===== config.mk =====
export PLATFORM = sky130hd
export DESIGN_NAME = crc8_crc16_stream_engine_unit_flat
export DESIGN_NICKNAME = d
export VERILOG_FILES = /design/src/ccse_pkg.sv /design/src/ccse_if.sv /design/src/ccse_cfg.sv /design/src/ccse_step.sv /design/src/ccse_core.sv /design/src/crc8_crc16_stream_engine_unit.sv /design/src/flat_wrapper.sv
export SDC_FILE = /design/constraint.sdc
export NUM_CORES = 1
export LEC_CHECK = 0
export ABC_AREA = 1
export BUFFER_PORTS_ARGS = -buffer_cell sky130_fd_sc_hd__buf_2
export CAP_MARGIN = 0
export CORE_ASPECT_RATIO = 0.5
export CORE_UTILIZATION = 61
export CTS_CLUSTER_DIAMETER = 30
export DETAILED_ROUTE_END_ITERATION = 6
export PLACE_DENSITY = 0.8
export SYNTH_ARGS = -nofsm -noshare
export SYNTH_HDL_FRONTEND = slang
export SYNTH_HIERARCHICAL = 1
export SYNTH_SLANG_ARGS = --single-unit

===== constraint.sdc =====
create_clock -name clk_i -period 4.6 [get_ports clk_i]
set_input_delay 0.92 -clock clk_i [delete_from_list [all_inputs] [get_ports clk_i]]
set_output_delay 0.92 -clock clk_i [all_outputs]
set_load 0.02 [all_outputs]

===== src/ccse_pkg.sv =====
// Shared types, register map, mode codes and CRC step functions
// for the crc8/crc16 stream engine. No dependencies.
package ccse_pkg;

  localparam int unsigned ApbDataW = 32;
  localparam int unsigned ApbAddrW = 5;
  localparam int unsigned RegIdxW  = 3;

  localparam logic [RegIdxW-1:0] REG_MODE   = 3'd0;
  localparam logic [RegIdxW-1:0] REG_POLY8  = 3'd1;
  localparam logic [RegIdxW-1:0] REG_INIT8  = 3'd2;
  localparam logic [RegIdxW-1:0] REG_POLY16 = 3'd3;
  localparam logic [RegIdxW-1:0] REG_INIT16 = 3'd4;

  localparam logic [1:0] MODE_CRC8   = 2'd0;
  localparam logic [1:0] MODE_XMODEM = 2'd1;
  localparam logic [1:0] MODE_KERMIT = 2'd2;
  localparam logic [1:0] MODE_ZERO   = 2'd3;

  localparam logic [7:0]  POLY8_RST  = 8'h07;
  localparam logic [7:0]  INIT8_RST  = 8'h00;
  localparam logic [15:0] POLY16_RST = 16'h1021;
  localparam logic [15:0] INIT16_RST = 16'h0000;

  typedef struct packed {
    logic [1:0]  mode;
    logic [7:0]  poly8;
    logic [7:0]  init8;
    logic [15:0] poly16;
    logic [15:0] init16;
    logic [15:0] init16_odd;
  } cfg_t;

  typedef struct packed {
    logic s1_valid;
    logic s1_last;
    logic s1_fire;
  } core_stat_t;

  function automatic logic [7:0] feed8(input logic [7:0] r, input logic [7:0] b,
                                       input logic [7:0] poly);
    logic [7:0] v;
    v = r ^ b;
    for (int i = 0; i < 8; i++) begin
      v = v[7] ? ({v[6:0], 1'b0} ^ poly) : {v[6:0], 1'b0};
    end
    return v;
  endfunction

  function automatic logic [15:0] feed16(input logic [15:0] r, input logic [7:0] b,
                                         input logic [15:0] poly);
    logic [15:0] v;
    v = r ^ {b, 8'h00};
    for (int i = 0; i < 8; i++) begin
      v = v[15] ? ({v[14:0], 1'b0} ^ poly) : {v[14:0], 1'b0};
    end
    return v;
  endfunction

  function automatic logic [7:0] flip8(input logic [7:0] v);
    logic [7:0] r;
    for (int i = 0; i < 8; i++) begin
      r[7-i] = v[i];
    end
    return r;
  endfunction

  function automatic logic [15:0] flip16(input logic [15:0] v);
    logic [15:0] r;
    for (int i = 0; i < 16; i++) begin
      r[15-i] = v[i];
    end
    return r;
  endfunction

endpackage


===== src/ccse_if.sv =====
// Valid/ready channel interfaces for message bytes and finished CRC values.
// No dependencies.
interface ccse_in_if;
  logic       valid;
  logic       ready;
  logic [7:0] data_byte;
  logic       first;
  logic       last;
  logic       odd_length;

  modport source (output valid, output data_byte, output first, output last,
                  output odd_length, input ready);
  modport sink (input valid, input data_byte, input first, input last,
                input odd_length, output ready);
endinterface

interface ccse_out_if;
  logic        valid;
  logic        ready;
  logic [15:0] crc_value;

  modport source (output valid, output crc_value, input ready);
  modport sink (input valid, input crc_value, output ready);
endinterface


===== src/ccse_cfg.sv =====
// APB configuration registers and the precomputed odd-length start value.
// Depends on ccse_pkg.
module ccse_cfg import ccse_pkg::*; (
  input  logic                clk_i,
  input  logic                rst_ni,
  input  logic                psel,
  input  logic                penable,
  input  logic                pwrite,
  input  logic [ApbAddrW-1:0] paddr,
  input  logic [ApbDataW-1:0] pwdata,
  output logic [ApbDataW-1:0] prdata,
  output logic                pready,
  output cfg_t                cfg_o
);

  logic [1:0]         mode_q;
  logic [7:0]         poly8_q;
  logic [7:0]         init8_q;
  logic [15:0]        poly16_q;
  logic [15:0]        init16_q;
  logic [15:0]        init16_odd_q;
  logic [RegIdxW-1:0] idx;
  logic               wr_en;

  assign idx    = paddr[ApbAddrW-1:2];
  assign wr_en  = psel && penable && pwrite;
  assign pready = 1'b1;

  always_ff @(posedge clk_i or negedge rst_ni) begin
    if (!rst_ni) begin
      mode_q   <= MODE_CRC8;
      poly8_q  <= POLY8_RST;
      init8_q  <= INIT8_RST;
      poly16_q <= POLY16_RST;
      init16_q <= INIT16_RST;
    end else if (wr_en) begin
      unique case (idx)
        REG_MODE:   mode_q   <= pwdata[1:0];
        REG_POLY8:  poly8_q  <= pwdata[7:0];
        REG_INIT8:  init8_q  <= pwdata[7:0];
        REG_POLY16: poly16_q <= pwdata[15:0];
        REG_INIT16: init16_q <= pwdata[15:0];
        default: ;
      endcase
    end
  end

  // start value with a leading zero byte already stepped in
  always_ff @(posedge clk_i or negedge rst_ni) begin
    if (!rst_ni) begin
      init16_odd_q <= feed16(INIT16_RST, 8'h00, POLY16_RST);
    end else begin
      init16_odd_q <= feed16(init16_q, 8'h00, poly16_q);
    end
  end

  always_comb begin
    unique case (idx)
      REG_MODE:   prdata = {{(ApbDataW-2){1'b0}}, mode_q};
      REG_POLY8:  prdata = {{(ApbDataW-8){1'b0}}, poly8_q};
      REG_INIT8:  prdata = {{(ApbDataW-8){1'b0}}, init8_q};
      REG_POLY16: prdata = {{(ApbDataW-16){1'b0}}, poly16_q};
      REG_INIT16: prdata = {{(ApbDataW-16){1'b0}}, init16_q};
      default:    prdata = '0;
    endcase
  end

  assign cfg_o.mode       = mode_q;
  assign cfg_o.poly8      = poly8_q;
  assign cfg_o.init8      = init8_q;
  assign cfg_o.poly16     = poly16_q;
  assign cfg_o.init16     = init16_q;
  assign cfg_o.init16_odd = init16_odd_q;

endmodule


===== src/ccse_step.sv =====
// One-byte CRC update: next register value and finished result per mode.
// Depends on ccse_pkg.
module ccse_step import ccse_pkg::*; (
  input  cfg_t        cfg_i,
  input  logic [15:0] crc_i,
  input  logic [7:0]  data_byte_i,
  input  logic        first_i,
  input  logic        odd_length_i,
  output logic [15:0] crc_next_o,
  output logic [15:0] result_o
);

  logic [15:0] base16;
  logic [7:0]  base8;
  logic [7:0]  byte16;
  logic [15:0] next16;
  logic [7:0]  next8;

  always_comb begin
    base8  = first_i ? cfg_i.init8 : crc_i[7:0];
    next8  = feed8(base8, data_byte_i, cfg_i.poly8);
    base16 = first_i ? (odd_length_i ? cfg_i.init16_odd : cfg_i.init16) : crc_i;
    byte16 = (cfg_i.mode == MODE_KERMIT) ? flip8(data_byte_i) : data_byte_i;
    next16 = feed16(base16, byte16, cfg_i.poly16);
    case (cfg_i.mode) inside
      MODE_CRC8: begin
        crc_next_o = {8'h00, next8};
        result_o   = {8'h00, next8};
      end
      MODE_XMODEM, MODE_KERMIT: begin
        crc_next_o = next16;
        result_o   = (cfg_i.mode == MODE_KERMIT) ? flip16(next16) : next16;
      end
      default: begin
        crc_next_o = first_i ? 16'h0000 : crc_i;
        result_o   = 16'h0000;
      end
    endcase
  end

endmodule


===== src/ccse_core.sv =====
// Input register, CRC state register and result register around ccse_step.
// Depends on ccse_pkg, ccse_if and ccse_step.
module ccse_core import ccse_pkg::*; (
  input  logic        clk_i,
  input  logic        rst_ni,
  input  cfg_t        cfg_i,
  ccse_in_if.sink     in_item,
  ccse_out_if.source  out_item,
  output core_stat_t  stat_o
);

  logic        s1_valid_q;
  logic [7:0]  s1_byte_q;
  logic        s1_first_q;
  logic        s1_last_q;
  logic        s1_odd_q;
  logic [15:0] crc_q;
  logic [15:0] crc_d;
  logic [15:0] res_d;
  logic        out_valid_q;
  logic [15:0] out_crc_q;
  logic        res_free;
  logic        s1_fire;
  logic        in_fire;

  assign res_free      = !out_valid_q || out_item.ready;
  assign s1_fire       = s1_valid_q && (!s1_last_q || res_free);
  assign in_item.ready = !s1_valid_q || s1_fire;
  assign in_fire       = in_item.valid && in_item.ready;

  always_ff @(posedge clk_i or negedge rst_ni) begin
    if (!rst_ni) begin
      s1_valid_q <= 1'b0;
    end else if (in_item.ready) begin
      s1_valid_q <= in_item.valid;
    end
  end

  always_ff @(posedge clk_i) begin
    if (in_fire) begin
      s1_byte_q  <= in_item.data_byte;
      s1_first_q <= in_item.first;
      s1_last_q  <= in_item.last;
      s1_odd_q   <= in_item.odd_length;
    end
  end

  ccse_step u_step (
    .cfg_i        (cfg_i),
    .crc_i        (crc_q),
    .data_byte_i  (s1_byte_q),
    .first_i      (s1_first_q),
    .odd_length_i (s1_odd_q),
    .crc_next_o   (crc_d),
    .result_o     (res_d)
  );

  always_ff @(posedge clk_i or negedge rst_ni) begin
    if (!rst_ni) begin
      crc_q <= 16'h0000;
    end else if (s1_fire) begin
      crc_q <= crc_d;
    end
  end

  always_ff @(posedge clk_i or negedge rst_ni) begin
    if (!rst_ni) begin
      out_valid_q <= 1'b0;
    end else if (res_free) begin
      out_valid_q <= s1_fire && s1_last_q;
    end
  end

  always_ff @(posedge clk_i) begin
    if (s1_fire && s1_last_q) begin
      out_crc_q <= res_d;
    end
  end

  assign out_item.valid     = out_valid_q;
  assign out_item.crc_value = out_crc_q;

  assign stat_o.s1_valid = s1_valid_q;
  assign stat_o.s1_last  = s1_last_q;
  assign stat_o.s1_fire  = s1_fire;

endmodule


===== src/crc8_crc16_stream_engine_unit.sv =====
// A last item passes the input register, then the result register; a stall delays it.
// Throughput: one item per cycle; the CRC register update is a single 8-step shift.
// A waiting result blocks only a following last item; other items keep flowing.
// Reset (rst_ni low, asynchronous): CRC register zero, registers at defaults,
// channels empty. Depends on ccse_pkg, ccse_if, ccse_cfg and ccse_core.
module crc8_crc16_stream_engine_unit import ccse_pkg::*; (
  input  logic                clk_i,
  input  logic                rst_ni,
  input  logic                psel,
  input  logic                penable,
  input  logic                pwrite,
  input  logic [ApbAddrW-1:0] paddr,
  input  logic [ApbDataW-1:0] pwdata,
  output logic [ApbDataW-1:0] prdata,
  output logic                pready,
  ccse_in_if.sink             in_item,
  ccse_out_if.source          out_item
);

  cfg_t       cfg;
  core_stat_t stat;

  ccse_cfg u_cfg (
    .clk_i   (clk_i),
    .rst_ni  (rst_ni),
    .psel    (psel),
    .penable (penable),
    .pwrite  (pwrite),
    .paddr   (paddr),
    .pwdata  (pwdata),
    .prdata  (prdata),
    .pready  (pready),
    .cfg_o   (cfg)
  );

  ccse_core u_core (
    .clk_i    (clk_i),
    .rst_ni   (rst_ni),
    .cfg_i    (cfg),
    .in_item  (in_item),
    .out_item (out_item),
    .stat_o   (stat)
  );

  // a result appears only after a last item left the input register
  a_res_from_last: assert property (@(posedge clk_i) disable iff (!rst_ni)
    $rose(out_item.valid) |-> $past(stat.s1_fire && stat.s1_last))
    else $error("result without a last item");

  // a last item leaving the input register always shows up as a result
  a_last_gives_res: assert property (@(posedge clk_i) disable iff (!rst_ni)
    (stat.s1_fire && stat.s1_last) |=> out_item.valid)
    else $error("last item lost");

  // input backpressure only from a last item held behind a stalled result
  a_stall_cause: assert property (@(posedge clk_i) disable iff (!rst_ni)
    !in_item.ready |-> (stat.s1_valid && stat.s1_last && out_item.valid && !out_item.ready))
    else $error("unexpected input stall");

endmodule


===== src/flat_wrapper.sv =====
// flat-port wrapper written by rule: the top's interface ports become plain ports
module crc8_crc16_stream_engine_unit_flat import ccse_pkg::*;
  (clk_i, rst_ni, psel, penable, pwrite, paddr, pwdata, prdata, pready, in_item_valid, in_item_data_byte, in_item_first, in_item_last, in_item_odd_length, in_item_ready, out_item_valid, out_item_crc_value, out_item_ready);
  ccse_in_if in_item_i ();
  ccse_out_if out_item_i ();
  input  logic clk_i;
  input  logic rst_ni;
  input  logic psel;
  input  logic penable;
  input  logic pwrite;
  input  logic [ApbAddrW-1:0] paddr;
  input  logic [ApbDataW-1:0] pwdata;
  output logic [ApbDataW-1:0] prdata;
  output logic pready;
  input wire logic [$bits(in_item_i.valid)-1:0] in_item_valid;
  input wire logic [$bits(in_item_i.data_byte)-1:0] in_item_data_byte;
  input wire logic [$bits(in_item_i.first)-1:0] in_item_first;
  input wire logic [$bits(in_item_i.last)-1:0] in_item_last;
  input wire logic [$bits(in_item_i.odd_length)-1:0] in_item_odd_length;
  output wire logic [$bits(in_item_i.ready)-1:0] in_item_ready;
  output wire logic [$bits(out_item_i.valid)-1:0] out_item_valid;
  output wire logic [$bits(out_item_i.crc_value)-1:0] out_item_crc_value;
  input wire logic [$bits(out_item_i.ready)-1:0] out_item_ready;
  assign in_item_i.valid = in_item_valid;
  assign in_item_i.data_byte = in_item_data_byte;
  assign in_item_i.first = in_item_first;
  assign in_item_i.last = in_item_last;
  assign in_item_i.odd_length = in_item_odd_length;
  assign in_item_ready = in_item_i.ready;
  assign out_item_valid = out_item_i.valid;
  assign out_item_crc_value = out_item_i.crc_value;
  assign out_item_i.ready = out_item_ready;
  crc8_crc16_stream_engine_unit u_core (.clk_i(clk_i), .rst_ni(rst_ni), .psel(psel), .penable(penable), .pwrite(pwrite), .paddr(paddr), .pwdata(pwdata), .prdata(prdata), .pready(pready), .in_item(in_item_i), .out_item(out_item_i));
endmodule

# Yosys cells after proc, flatten, opt, wreduce, memory -nomap -nowiden
# Cells that the tools add are included.
[classes]
shifts = 0
n_mul = 0
bitwise = 27
reduce_logical = 22
mux = 35
magnitude_cmp = 0
add_sub_neg = 0
n_div = 0
n_eq_ne = 6
[ops]
columns = ["cell", "count"]
rows = [
  ["$mux W16", 22],
  ["$xor A16 B16 Y16", 17],
  ["$mux W8", 12],
  ["$pmux W16 S5", 1],
  ["$xor A8 B8 Y8", 9],
  ["$reduce_and A2 Y1", 6],
  ["$eq A3 B2 Y1 const B", 2],
  ["$logic_and A1 B1 Y1", 5],
  ["$reduce_or A2 Y1", 2],
  ["$eq A3 B1 Y1 const B", 1],
  ["$eq A3 B3 Y1 const B", 1],
  ["$logic_not A1 Y1", 3],
  ["$logic_not A3 Y1", 1],
  ["$logic_or A1 B1 Y1", 3],
  ["$reduce_bool A3 Y1", 1],
  ["$eq A2 B1 Y1 const B", 1],
  ["$eq A2 B2 Y1 const B", 1],
  ["$logic_not A2 Y1", 1],
  ["$not A1 Y1", 1],
]
[totals]
mem_bits_rw = 0
output_inout_bits = 51
latch_bits = 0
ff_bits = 111
inputBits = 55
mem_bits_ro = 0
wordCells = 105
memories = 0

# Logic depth before layout (Yosys ltp)
# Gate-level depths: netlist of run 1.
[logic_depth]
word_depth = 22
depth_mapped = 40
depth_no_buf = 37

# By module
# The synthesis of run 1 kept the hierarchy.
[modules_own_cells]
columns = ["module", "cells_each", "seq_area_each_um2", "n_inst", "area_per_inst_um2"]
rows = [
  ["ccse_cfg", 849, 1659.1, 1, 5403.9],
  ["ccse_step", 986, 0.0, 1, 4870.9],
  ["ccse_core", 112, 1261.2, 1, 1582.8],
]

# Worst setup path after synthesis of run 1
# OpenSTA, ideal clock, no wires.
[synth_timing]
path_kind = "flip-flop to flip-flop"
start = "reg u_core.u_cfg.mode_q[0]"
end = "reg u_core.u_core.out_crc_q[5], in the netlist u_core/u_core/out_item.crc_value[5], data pin"
arrival_ns = 3.280
stages_incl_launch_ff = 33
period_less_slack_ns = 3.533
path_buffers = 3
setup_time_ns = 0.254
setup_slack_ns = 1.067
t_required_ns = 4.346
path_cell_list = "dfrtp_1 -> inv_1 -> ha_1 -> buf_2 -> nand2_1 -> o21ai_1 -> nand2_1 -> nand2_4 -> nand3_1 -> nand2_1 -> buf_6 -> nand3_1 -> nand2_2 -> nand2_2 -> nand2_2 -> nand2_2 -> nor2_1 -> nand2_1 -> nand2_4 -> nand2_1 -> nand2_2 -> nand3_1 -> nand2_1 -> nand3_1 -> nand2_2 -> inv_2 -> nor2_4 -> buf_6 -> nand3_1 -> nand2_1 -> nand2_1 -> nand3_1 -> nand2_1"
[synth_between]
elab_chain_len = 21
word_cells_on_any_way = 25
cone_classes = "eq/ne (2); mux (12); bitwise (9); reduce/logical (2)"
[synth_lines]
columns = ["element", "line", "rtl"]
rows = [
  ["start, declared", "ccse_cfg.sv:16", "logic [1:0] mode_q;"],
  ["start signal, assigned", "ccse_cfg.sv:38", "REG_MODE: mode_q <= pwdata[1:0];"],
  ["$eq A2 B2 Y1", "ccse_step.sv:23, ccse_step.sv:32", ""],
  ["$mux W8", "ccse_step.sv:23", "byte16 = (cfg_i.mode == MODE_KERMIT) ? flip8(data_byte_i) : data_byte_i;"],
  ["$xor A16 B16 Y16", "ccse_pkg.sv:53", "v = r ^ {b, 8'h00};"],
  ["$xor A16 B16 Y16 or $mux W16 (tied branches)", "ccse_pkg.sv:55", "v = v[15] ? ({v[14:0], 1'b0} ^ poly) : {v[14:0], 1'b0};"],
  ["$mux W16 or $xor A16 B16 Y16 (tied branches)", "ccse_pkg.sv:55", ""],
  ["$xor A16 B16 Y16 or $mux W16 (tied branches)", "ccse_pkg.sv:55", ""],
  ["$mux W16 or $xor A16 B16 Y16 (tied branches) (2 in a row)", "ccse_pkg.sv:55", ""],
  ["$xor A16 B16 Y16 or $mux W16 (tied branches)", "ccse_pkg.sv:55", ""],
  ["[5 not listed]", "n/a", ""],
  ["$xor A16 B16 Y16 or $mux W16 (tied branches)", "ccse_pkg.sv:55", ""],
  ["$mux W16 or $xor A16 B16 Y16 (tied branches)", "ccse_pkg.sv:55", ""],
  ["$xor A16 B16 Y16 or $mux W16 (tied branches)", "ccse_pkg.sv:55", ""],
  ["$mux W16", "ccse_pkg.sv:55", ""],
  ["$mux W16", "ccse_step.sv:32", "result_o = (cfg_i.mode == MODE_KERMIT) ? flip16(next16) : next16;"],
  ["$mux W8", "ccse_step.sv:25", "case (cfg_i.mode) inside"],
  ["$mux W8 *", "ccse_step.sv:25", ""],
  ["named net u_core.u_core.res_d[5]", "ccse_core.sv:19", "logic [15:0] res_d;"],
  ["end signal, assigned", "ccse_core.sv:76", "out_crc_q <= res_d;"],
  ["end, declared", "ccse_core.sv:21", "logic [15:0] out_crc_q;"],
]
# Mark *: on every way through the listed nets, which the timed path passes. The rest lies on a longest branch.
# A chain may end at the register's enable or synchronous reset.

# Worst setup path in the final report of run 1
[layout_timing]
start = "reg u_core.u_cfg.mode_q[1]"
end = "reg u_core.u_core.out_crc_q[3], in the netlist u_core/u_core/out_item.crc_value[3], data pin"
[layout_between]
elab_chain_len = 21
word_cells_on_any_way = 25
cone_classes = "eq/ne (2); mux (12); bitwise (9); reduce/logical (2)"
[layout_lines]
columns = ["element", "line"]
rows = [
  ["$eq A2 B2 Y1", "ccse_step.sv:23, ccse_step.sv:32"],
  ["$mux W8", "ccse_step.sv:23"],
  ["$xor A16 B16 Y16", "ccse_pkg.sv:53"],
  ["$xor A16 B16 Y16 or $mux W16 (tied branches)", "ccse_pkg.sv:55"],
  ["$mux W16 or $xor A16 B16 Y16 (tied branches)", "ccse_pkg.sv:55"],
  ["$xor A16 B16 Y16 or $mux W16 (tied branches)", "ccse_pkg.sv:55"],
  ["$mux W16 or $xor A16 B16 Y16 (tied branches)", "ccse_pkg.sv:55"],
  ["$xor A16 B16 Y16 or $mux W16 (tied branches)", "ccse_pkg.sv:55"],
  ["[6 not listed]", "n/a"],
  ["$xor A16 B16 Y16 or $mux W16 (tied branches)", "ccse_pkg.sv:55"],
  ["$mux W16 or $xor A16 B16 Y16 (tied branches)", "ccse_pkg.sv:55"],
  ["$xor A16 B16 Y16 or $mux W16 (tied branches)", "ccse_pkg.sv:55"],
  ["$mux W16", "ccse_pkg.sv:55"],
  ["$mux W16", "ccse_step.sv:32"],
  ["$mux W8", "ccse_step.sv:25"],
  ["$mux W8 *", "ccse_step.sv:25"],
  ["named net u_core.u_core.res_d[3]", "ccse_core.sv:19"],
]
# Marks and branches as above.

==> metrics, run 1 <==
port bufs=70; clock power share=a little under a tenth; drt pass-1 iters=6; RSZ-0062 raised after global routing=no; TritonCTS buffer count=9; die area=about 20000 um2; Iter 0 DRT Violations=1362; number of I/O pins=roughly 110; Fmax=about 240 MHz; Final nets=between 2k and 2.5k; Avg Cell Area, Syn=slightly above 6 um2; Mapped Cells=a little under 2k; global placement routability congestion=between 0.9 and 1; Comb pwr share=between 70% and 80%; Int Pwr=3.88 mW; Initial Util=63.3%; core footprint=roughly 19000 um2; crit path capture type=flip-flop; Routed WL=~33 mm; Worst slew margin=between 20% and 30%; vias in the first global route=a little over 10k; CP max stage delay=between 400 and 500 ps; Skew-Pair Late Insertion Delay=360 ps; FP Rows=35; H-tree levels=3; status=complete, no violations; Layout area overhead=6.80%; clock buffer depth=2; crit path DAT=roughly 4300 ps; all-layer global routing usage=33.8%; Max VDD drop=around 0.00034 V; fill cell count=1721; largest net degree at the start of global routing=85; CP max stage cell=dfrtp_1; CTS tree=built; initial antenna violation count=3; share of cells above drive strength 1=about 11%; sw frac=55.8%; grt ovf=0; clock sink count=roughly 110; Die Y=100 um; hold buffer count at cts=0; Cell Pwr Density=695 nW/um2; max cap viols=0; Via density=around 5.5; Vias=12.4k; crit-path max FO=14; worst setup path category=flip-flop to flip-flop; clk_skew=about 17 ps; Post-route DRC=0; max-slew violation count=0; Critical Path Start Type=flip-flop; final setup violating endpoints=0; clk slew on worst S/H paths=roughly 80 ps; sequential group share of total power=18.3%; Worst Path Required=4700 ps; Root Buffer Master=clkbuf_16; Synth Warn #=6; post-route ant nets=0; Final min period=4170 ps; final hold vios=0; Switch Pwr=a little under 5 mW; dpl hpwl=roughly 25 mm; Ant. Diodes=0; total power=~8.8 mW; cell repeated most along the worst path=nand2_1; global-route wire length before repair=approximately 53 mm; WL per Instance=15.0 um; Leak=roughly 6.5 nW; Sum Neg Setup Slack=0 ps; ratio of final minimum period to clock period=90.6%; worst-margin pin slew=1080 ps; DIE WIDTH=between 150 and 200 um; worst hold path class=flip-flop to flip-flop; Post-Syn Area=11800 um2
-- flip-flops by register name (all words and copies together) (netlist names) --
signal and cells:
u_core/u_cfg/init16_odd_q 16, u_core/u_cfg/init16_q 16, u_core/u_cfg/poly16_q 16, u_core/u_core/crc_q 16, u_core/u_core/out_item.crc_value 16, u_core/u_cfg/init8_q 8, u_core/u_cfg/poly8_q 8, u_core/u_core/s1_byte_q 8
u_core/u_cfg/mode_q 2, u_core/u_core/out_item.valid 1, u_core/u_core/s1_first_q 1, u_core/u_core/s1_last_q 1, u_core/u_core/s1_odd_q 1, u_core/u_core/s1_valid_q 1
-- through the flow --
step	util, %	hold WS [ps]	worst slack [ps]	std cells	instance area, um2
after global placement	65.3	455	176	2208	12200
after global routing	67.6	508	3.39	2228	12600
after CTS	66.9	485	94.2	2224	12500
after detailed placement	65.3	461	112	2208	12200
after floorplan	-	442	1070	1958	11900
final	67.6	487	433	2228	12600
-- final cells by class --
cell class / count / area (um2) / area share, %
flip-flops and latches: 111 / 2920 / 23.1
well taps: 259 / 324 / 2.56
repair buffers: 110 / 681 / 5.39
clock inverters: 7 / 81.3 / 0.644
multi-input cells: 1492 / 7500 / 59.4
inverters: 240 / 903 / 7.15
clock buffers: 9 / 225 / 1.78
-- critical path: cells and delay by family (launching register included) --
family                     cells  cell delay, ps
AOI/OAI and AO/OA              2             410
buffers and inverters          4             470
and+or+nand+nor               22            2290
adders and majority gates      1             240
DFF                            1             490
-- metal layers --
| metal | track usage [%] | wire (um) |
|---|---|---|
| met5 | 0 | 44 |
| met4 | 7.93 | 461 |
| met2 | 51.0 | 14300 |
| met1 | 49.9 | 15000 |
| met3 | 6.19 | 3520 |
-- placed cells by master (no fill, tap or decap), types with 3 or more instances in the layout --
master / instances
xnor2_1: 54
buf_2: 69
a21oi_1: 24
clkbuf_16: 9
nand3_1: 264
dfrtp_1: 78
nand2_1: 710
xor2_4: 3
dfstp_2: 6
o31ai_1: 3
clkinv_1: 4
o22ai_1: 13
nand3_2: 10
inv_2: 9
o21bai_1: 7
nand4_1: 4
a221o_1: 6
nor3_1: 3
nand2_2: 23
o21ai_0: 88
nand2_4: 14
edfxtp_1: 27
inv_1: 226
xor2_1: 95
buf_4: 37
nand3_4: 4
or2_2: 3
nor2_2: 5
o21ai_1: 9
conb_1: 17
nor2_1: 114
-- what timing repair did --
| item | 4_1_cts | 5_1_grt |
|---|---|---|
| gates resized for setup | 0 | 17 |
| setup buffers | 0 | 4 |
| endpoints found under the setup margin | 0 | 32 |
-- final timing paths --
kind	from	endpoint	slack [ps]	depth (start not counted)
worst min-delay path	u_core/u_core/crc_q[2]	u_core/u_core/crc_q[2]	490	2
min in group asynchronous	rst_ni	u_core/u_cfg/init16_q[14]	750	1
worst min register to register	u_core/u_core/crc_q[2]	u_core/u_core/crc_q[2]	490	2
max in group asynchronous	rst_ni	u_core/u_core/crc_q[7]	3150	1
worst max-delay path	u_core/u_cfg/mode_q[1]	u_core/u_core/out_item.crc_value[3]	430	29
worst max register to register	u_core/u_cfg/mode_q[1]	u_core/u_core/out_item.crc_value[3]	430	29
-- power by group through the flow --
| stage | clock [mW] | combinational [mW] | sequential [mW] |
|---|---|---|---|
| 2_1_floorplan | 0 | 5.01 | 1.49 |
| 3_3_place_gp | 0 | 5.95 | 1.61 |
| 3_5_place_dp | 0 | 6.06 | 1.61 |
| 4_1_cts | 0.807 | 6.08 | 1.59 |
| 5_1_grt | 0.848 | 7.12 | 1.64 |
| 6_report | 0.795 | 6.37 | 1.61 |
Note: power is estimated with default switching activity, not from simulation.
==> run 2, diff against run 1 <==
ABC_AREA = 0   (was 1)
==> run 2 against run 1 <==
Against the previous run:
- the run now ends with DRC, setup timing left
- cell area increased by 29%
- critical endpoint is now u_core/u_core/crc_q[4]
- core utilization increased by 11 points
- critical path depth decreased by 8
- fmax decreased by 17%
- clock skew increased by 4.7 ps
- highest routed layer is now met4
==> metrics, run 2 <==
Fmax=199 MHz (was 240 MHz); dpl hpwl=32.5 mm (was 25.0 mm); initial antenna violation count=0 (was 3); Avg Cell Area, Syn=7.91 um2 (was 6.09 um2); worst-margin pin slew=957 ps (was 1080 ps); largest net degree at the start of global routing=69 (was 85); max cap viols=0 (unchanged); CP max stage delay=500 ps (was 490 ps); global placement routability congestion=0.964 (was 0.969); most frequent cells in the layout=nand2_1 (273), buf_4 (214), xnor2_1 (153) (was nand2_1 (710), nand3_1 (264), inv_1 (226)); Ant. Diodes=0 (unchanged); hold buffer count at cts=0 (unchanged); ratio of final minimum period to clock period=109% (was 90.6%); final worst slack=-426 ps (was 433 ps); drt pass-1 iters=7 (was 6); Iter 0 DRT Violations=1965 (was 1362); Die Y=106 um (was 100 um); Root Buffer Master=clkbuf_16 (unchanged); worst setup path category=flip-flop to flip-flop (unchanged); Vias=14.2k (was 12.4k); Post-Place Cells=2046 (was 2208); all-layer global routing usage=39.9% (was 33.8%); WL per Instance=21.9 um (was 15.0 um); cell chain of the critical path=buf_6 -> buf_6 -> mux2i_4 -> buf_4 -> a211oi_4 -> buf_4 -> a2111oi_0 -> or3b_1 -> a2111o_1 -> o211a_4 -> or4_4 -> mux2i_4 -> or2_4 -> nor3_4 -> buf_6 -> o32ai_4 -> xnor2_2 -> a21oi_1 -> o21bai_1 -> nand2_1 -> o211ai_2; port bufs=70 (unchanged); Skew-Pair Late Insertion Delay=370 ps (was 360 ps); global-route wire length before repair=69.7 mm (was 53.1 mm); commonest non-fill, non-tap cell in the layout=nand2_1 (unchanged); Post-route DRC=34 (was 0); family with the most delay on the worst path=compound AO/OA/AOI/OAI gates (was simple AND/OR/NAND/NOR gates); crit-path max FO=5 (was 14); TritonCTS buffer count=9 (unchanged); core footprint=20800 um2 (was 18700 um2); CP max stage cell=or4_4 (was dfrtp_1); clk slew on worst S/H paths=90 ps (was 80 ps); clk_skew=21.6 ps (was 17.0 ps); final hold vios=0 (unchanged); critical path buffer and inverter count=5 (was 4); CTS tree=built (unchanged); H-tree levels=3 (unchanged); Worst slew margin=36.2% (was 28.2%); RSZ-0062 raised after global routing=yes (was no); clock buffer depth=2 (unchanged); clock sink count=111 (unchanged); Synth Warn #=6 (unchanged); Final nets=1894 (was 2022); crit path capture type=flip-flop (unchanged); max-slew violation count=0 (unchanged); crit path DAT=5290 ps (was 4270 ps); die area=22200 um2 (was 20000 um2); Via density=6.70 (was 5.54); status=finished, violations left (was complete, no violations); Post-Syn Area=13200 um2 (was 11800 um2); worst hold path class=flip-flop to flip-flop (unchanged); Mapped Cells=1662 (was 1943); Routed WL=46.3 mm (was 33.4 mm); cell repeated most along the worst path=buf_6 (was nand2_1); vias in the first global route=12.5k (was 10.3k); DIE WIDTH=210 um (was 199 um); Final min period=5030 ps (was 4170 ps); violated checks=DRC, setup timing; Initial Util=63.1% (was 63.3%); FP Rows=37 (was 35); fin cells=2114 (was 2228); final setup violating endpoints=32 (was 0); share of cells above drive strength 1=29.8% (was 10.9%); Worst Path Required=4860 ps (was 4700 ps); grt ovf=0 (unchanged); number of I/O pins=106 (unchanged); Critical Path Start Type=flip-flop (unchanged); post-route ant nets=0 (unchanged); Layout area overhead=24.0% (was 6.80%)
==> run 2: metrics by stage <==
step / TNS, ps / util, % / hold slack, ps / cell area [um2] / setup slack [ps]
after floorplan: 0 / - / 488 / 13200 / 9.69
after global placement: -9020 / 70.1 / 498 / 14600 / -451
after detailed placement: -12240 / 70.1 / 513 / 14600 / -555
after CTS: -3970 / 75.7 / 574 / 15800 / -218
after global routing: -13920 / 78.3 / 612 / 16300 / -567
final: -10470 / 78.3 / 592 / 16300 / -426
==> run 2: area by class of cell <==
cell class              instances  area (um2)
well taps                     273         342
flip-flops and latches        111        2920
fillers                      1390        4530
clock inverters                 7        93.8
inverters                      27         101
multi-input cells            1374       10300
repair buffers                313        2360
clock buffers                   9         225
==> run 2: timing repair <==
action                                  CTS  global route
cloned                                    1             0
pin swaps                                61            55
endpoints found under the setup margin   32            45
buffers inserted                         34            24
resized for setup                       110            63
==> run 2: path summary, 6_finish.rpt <==
kind,startpoint,to,slack [ps],depth (start not counted)
max reg2reg,u_core/u_core/s1_odd_q,u_core/u_core/crc_q[4],-430,21
max in group asynchronous,rst_ni,u_core/u_cfg/poly8_q[2],3080,2
min in group asynchronous,rst_ni,u_core/u_core/crc_q[6],620,1
min reg2reg,u_core/u_core/crc_q[1],u_core/u_core/crc_q[1],590,2
min,u_core/u_core/crc_q[1],u_core/u_core/crc_q[1],590,2
max,u_core/u_core/s1_odd_q,u_core/u_core/crc_q[4],-430,21
==> run 2: routing by layer <==
metal	wire [um]	track usage, %
met2	19900	59.3
met5	0	0
met3	5870	8.46
met1	19300	58.6
met4	1250	9.49
==> run 2: worst min-delay path: cells and delay by family (launching register included) <==
family / cells / cell delay, ps
simple gates: 1 / 80
flops: 1 / 380
compound gates: 1 / 90
Power of run 2 is not shown: default switching activity piles up to over one toggle a cycle in this logic, so the estimate is an artifact.
